$ cat src/hw/rtl/imctf_pkg.sv
package imctf_pkg;

    // cordic datapath widths: inputs scaled by 256, angles in Q29
    localparam int XW = 27;
    localparam int ZW = 32;
    localparam int ATAN_LEN = 24;

    localparam logic signed [ZW-1:0] PI_HALF_Q29 = 32'sd843314857;
    localparam logic signed [15:0]   PI_Q12      = 16'sd12868;

    // atan(2^-i) in Q29
    localparam logic signed [ZW-1:0] ATAN_Q29 [ATAN_LEN] = '{
        32'sd421657428, 32'sd248918915, 32'sd131521918, 32'sd66762579,
        32'sd33510843,  32'sd16771758,  32'sd8387925,   32'sd4194219,
        32'sd2097141,   32'sd1048575,   32'sd524288,    32'sd262144,
        32'sd131072,    32'sd65536,     32'sd32768,     32'sd16384,
        32'sd8192,      32'sd4096,      32'sd2048,      32'sd1024,
        32'sd512,       32'sd256,       32'sd128,       32'sd64
    };

    // one vector travelling down the cordic chain
    typedef struct packed {
        logic                 vld;
        logic                 tag;   // 0 roll, 1 pitch
        logic                 zero;  // atan2(0,0)
        logic signed [XW-1:0] x;
        logic signed [XW-1:0] y;
        logic signed [ZW-1:0] z;
    } cordic_t;

endpackage

$ cat src/hw/rtl/imctf_cell.sv
module imctf_cell
    import imctf_pkg::*;
#(
    parameter int STEP = 0
) (
    input  logic    aclk,
    input  logic    aresetn,
    input  cordic_t c_in,
    output cordic_t c_out
);

    cordic_t c_next;
    cordic_t c_reg;
    logic signed [XW-1:0] dx;
    logic signed [XW-1:0] dy;

    // one vectoring micro-rotation
    always_comb begin
        dx = $signed(c_in.y) >>> STEP;
        dy = $signed(c_in.x) >>> STEP;
        c_next = c_in;
        if (!c_in.y[XW-1]) begin
            c_next.x = c_in.x + dx;
            c_next.y = c_in.y - dy;
            c_next.z = c_in.z + ATAN_Q29[STEP];
        end else begin
            c_next.x = c_in.x - dx;
            c_next.y = c_in.y + dy;
            c_next.z = c_in.z - ATAN_Q29[STEP];
        end
    end

    always_ff @(posedge aclk) begin
        if (!aresetn) begin
            c_reg.vld <= 1'b0;
        end else begin
            c_reg <= c_next;
        end
    end

    assign c_out = c_reg;

endmodule

$ cat config.mk
export PLATFORM = sky130hd
export DESIGN_NAME = imctf_cell
export DESIGN_NICKNAME = d
export VERILOG_FILES = /design/src/hw/rtl/imctf_pkg.sv /design/src/hw/rtl/imctf_cell.sv
export SDC_FILE = /design/constraint.sdc
export NUM_CORES = 1
export LEC_CHECK = 0
export ABC_AREA = 1
export BUFFER_PORTS_ARGS = -buffer_cell sky130_fd_sc_hd__buf_2
export CORE_AREA = 2 2 189 237
export CTS_BUF_LIST = sky130_fd_sc_hd__clkbuf_16
export CTS_CLUSTER_SIZE = 14
export DETAILED_ROUTE_END_ITERATION = 12
export DIE_AREA = 0 0 191 239
export REMOVE_ABC_BUFFERS = 1
export SLEW_MARGIN = 40
export SYNTH_ARGS = -nofsm -noshare
export SYNTH_HDL_FRONTEND = slang
export SYNTH_SLANG_ARGS = --single-unit
$ cat constraint.sdc
create_clock -name aclk -period 3.1 [get_ports aclk]
set_input_delay 0.62 -clock aclk [delete_from_list [all_inputs] [get_ports aclk]]
set_output_delay 0.62 -clock aclk [all_outputs]
set_load 0.01 [all_outputs]
; ---- Word-level counts from Yosys, hierarchy flattened
; Index checks and enable logic that the tools add are counted.
[word_totals]
register_bits = 89
input_bits = 91
out_inout_bits = 89
word_cells = 12
[classes]
n_addsub = 5
mux = 1
[op_table]
columns = cell, n
row1 = 2-to-1 mux 86 bit, 1
row2 = subtractor 27 bit, 2
row3 = adder 32 x 30 -> 32 bit (second input constant), 1
row4 = subtractor 32 x 30 -> 32 bit (second input constant), 1
row5 = adder 27 bit, 1

; ---- Depth between registers and ports, before layout
[depth]
depth_word = 2
depth_mapped = 15
mapped_depth_nobuf = 14

; ---- Least setup slack after synthesis
; OpenSTA, ideal clock, no wires.
[synth_timing]
path_kind = input port to flip-flop
startpoint = input c_in[58] (netlist bit)
endpoint = register c_reg (netlist bit c_out[29]), data pin
setup_ps = 252
arrival_ps = 2392
required_ps = 2848
slack_ps = 456
cell_stages = 14
n_path_buf = 2
cell_sequence = buf_2 > clkinv_1 > buf_2 > ha_1 > a21oi_1 > nor2_1 > nor2_1 > nand2_1 > nand2_1 > nand2_1 > nand3b_1 > nand2_1 > nand2_1 > nand2_1
[synth_rtl]
columns = element, line
row1 = from (decl), imctf_cell.sv:8  ; input cordic_t c_in,
row2 = to (signal assigned), imctf_cell.sv:37  ; c_reg <= c_next;
row3 = to (decl), imctf_cell.sv:13  ; cordic_t c_reg;

==> key figures <==
Pwr
  – LEAKAGE: 6.51 nW
  – Peak supply drop: 0.000288 V
  – Total power: 0.00482 W
  – Pwr dens: 385 nW/µm²

Yosys
  – Synth top area share: 24.4%
  – Synth async-reset ratio: 0%
  – Seq/Total Area, Yosys: 24.6%
  – Mapped cell area: 10700 µm²
  – Main synth FF type: edfxtp_1
  – Unique masters post-synth: 41
  – Largest area contributor in the netlist: edfxtp_1
  – Mapped Cells: 1642
  – Largest cells by area after synthesis: edfxtp_1 (24%), nand2_1 (18%), ha_1 (13%), inv_1 (9.4%), nand3_1 (6.5%)
  – Warnings from Yosys: 0
  – EDFF count, synth: 87
  – Mapped Avg Cell Area: 6.53 µm²
  – Synthesized flop and latch total: 88

Min path
  – WHS Path Cells: 3
  – WHS Endpoint: c_out[88]
  – Worst hold start: c_in[88]
  – Worst hold path class: input pin to register

Worst setup path
  – Setup CP Type: input pin to register
  – Critical Path AT: 2.65 ns
  – Crit path capture type: register
  – Element type at the critical path start: input pin
  – Crit-path max FO: 11
  – Worst setup startpoint: c_in[36]
  – Worst EP required: 3.18 ns

Placement
  – Placed cells: 2371
  – HPWL after DPL: 34000 µm
  – Placer congestion estimate: 0.943
  – Buffers on Ports: 179

STA
  – Tmin final: 2.57 ns
  – Fin. Hold Viols: 0
  – Max_slew headroom: 59.9%
  – Max Clk Rate: 389 MHz
  – Least-Margin Pin Slew: 0.602 ns
  – RSZ-0062 raised after global routing: false
  – Slew Viols, Final: 0
  – Ratio of final minimum period to clock period: 82.9%
  – # setup viols final: 0

CTS
  – Total CTS buffers: 9
  – CTS Hold Bufs: 0
  – Clock Sinks: 88
  – Htree depth: 3
  – Longest Clk Path Bufs: 2
  – Setup Buffers After CTS: 0
  – CTS tree: built
  – Clk pin slew, worst setup/hold paths: 0.07 ns
  – CTS resizes: 0
  – Root Buffer: clkbuf_16

Routing
  – Post-DRT Antenna Nets: 0
  – Routed wire length per instance: 16.7 µm
  – Drt pass-1 iters: 5
  – Via-to-Cell Ratio: 4.67
  – Drt drc: 0
  – Final wirelength: 39800 µm
  – Via count: 11200
  – 1st-iter DRT viols: 722

Floorplan
  – I/O pin cnt: 180
  – Core ar.: 43600 µm²
  – Starting density of the core: 24.6%
  – Cell row count: 86
  – Die H: 239 µm
  – Die W: 191 µm
  – Die ar.: 45600 µm²

Global route
  – First-pass GRT wire length: 59300 µm
  – Antenna violations before repair: 3
  – Total global routing overflow: 0
  – Vias in the first global route: 10600
  – Largest net degree at the start of global routing: 53
  – Global Route Usage Sum: 17.2%

Run
  – Max_cap viols: 0

Cells and area
  – Layout area overhead: 16.7%
  – Max reg flops: 88
  – # nets final: 2020
  – Register area: 2630 µm²
  – Finished Layout Cells: 2389
  – Layout cell share with drive strength beyond 1: 14.7%
  – FILL cells: 4900
  – Area of the multi-input gates: 6790 µm²

Status
  – Status: finished, final reports clean
[how the worst max path moves through the flow]
stage | slack, ns | end
global placement | 0.17 | c_out[76]
finish | 0.53 | c_out[41]
global route | 0.32 | c_out[49]
floorplan | -0.24 | c_out[29]
detailed placement | 0.16 | c_out[76]
CTS | 0.58 | c_out[41]
[metrics by stage]
| stage | util (%) | cell area [µm²] | hold slack (ns) | setup WS [ns] | setup TNS [ns] |
|---|---|---|---|---|---|
| floorplan | - | 10500 | 0.713 | -0.244 | -3.12 |
| global placement | 28.0 | 12200 | 0.801 | 0.166 | 0 |
| detailed placement | 28.0 | 12200 | 0.802 | 0.163 | 0 |
| CTS | 28.7 | 12500 | 0.407 | 0.576 | 0 |
| global route | 28.7 | 12500 | 0.427 | 0.316 | 0 |
| finish | 28.7 | 12500 | 0.420 | 0.531 | 0 |
[Yosys cell counts (12+ instances only)]
master	n
edfxtp_1	87
nor2_2	17
inv_1	269
a21oi_1	101
o21ai_0	58
nand2_2	12
o21bai_1	16
nand4_1	32
buf_4	14
nand2_1	522
xor2_1	29
ha_1	115
nand3_1	139
nor2_1	117
[final cells by class]
type	count	area share [%]
Multi-Input combinational cell	1243	54.3
Sequential cell	88	21.1
Inverter	275	8.25
Timing Repair Buffer	193	8.12
Tap cell	572	5.72
Clock buffer	9	1.80
Clock inverter	7	0.690
Antenna cell	2	0.0400
[logic make-up after synthesis]
logic type / Yosys count / share of synthesized area, %
adder cells (fa/ha/maj): 119 / 14.2
XOR/XNOR: 36 / 2.94
AND/OR/NAND/NOR: 871 / 34.8
flip-flops: 88 / 24.6
AO/OA/AOI/OAI: 217 / 11.5
buffers and inverters: 311 / 12.0
[routing by layer]
metal  global-route usage, %  part of all wire [%]
met5                       0                     0
met4                    6.41                   2.9
met3                    1.51                   4.6
met2                    30.7                    49
met1                    21.4                    43
[critical path, cell delays in order]
cell,delay (ns)
buf_2,0.12
inv_1,0.05
ha_1,0.50
o21ai_0,0.52
inv_1,0.08
nand2_1,0.18
nand2_1,0.07
nand2_1,0.18
xor2_1,0.20
o21ai_0,0.13
[where the power goes]
| part | internal (W) | total, W | switching, W |
|---|---|---|---|
| registers | 0.00154 | 0.00160 | 0.0000642 |
| clock network | 0.000698 | 0.00122 | 0.000522 |
| logic | 0.000658 | 0.00200 | 0.00134 |
[cell usage in the layout (no fill, tap or decap), types with 16 or more instances in the layout]
cell,synthesis,layout
nor2_1,117,117
ha_1,115,115
edfxtp_1,87,87
nand2_1,522,522
nand3_1,139,139
inv_1,269,269
nor2_2,17,17
nand4_1,32,32
a21oi_1,101,101
o21ai_0,58,58
xor2_1,29,29
buf_2,8,178
o21bai_1,16,16
No activity file was read; power rests on OpenSTA's default activity.
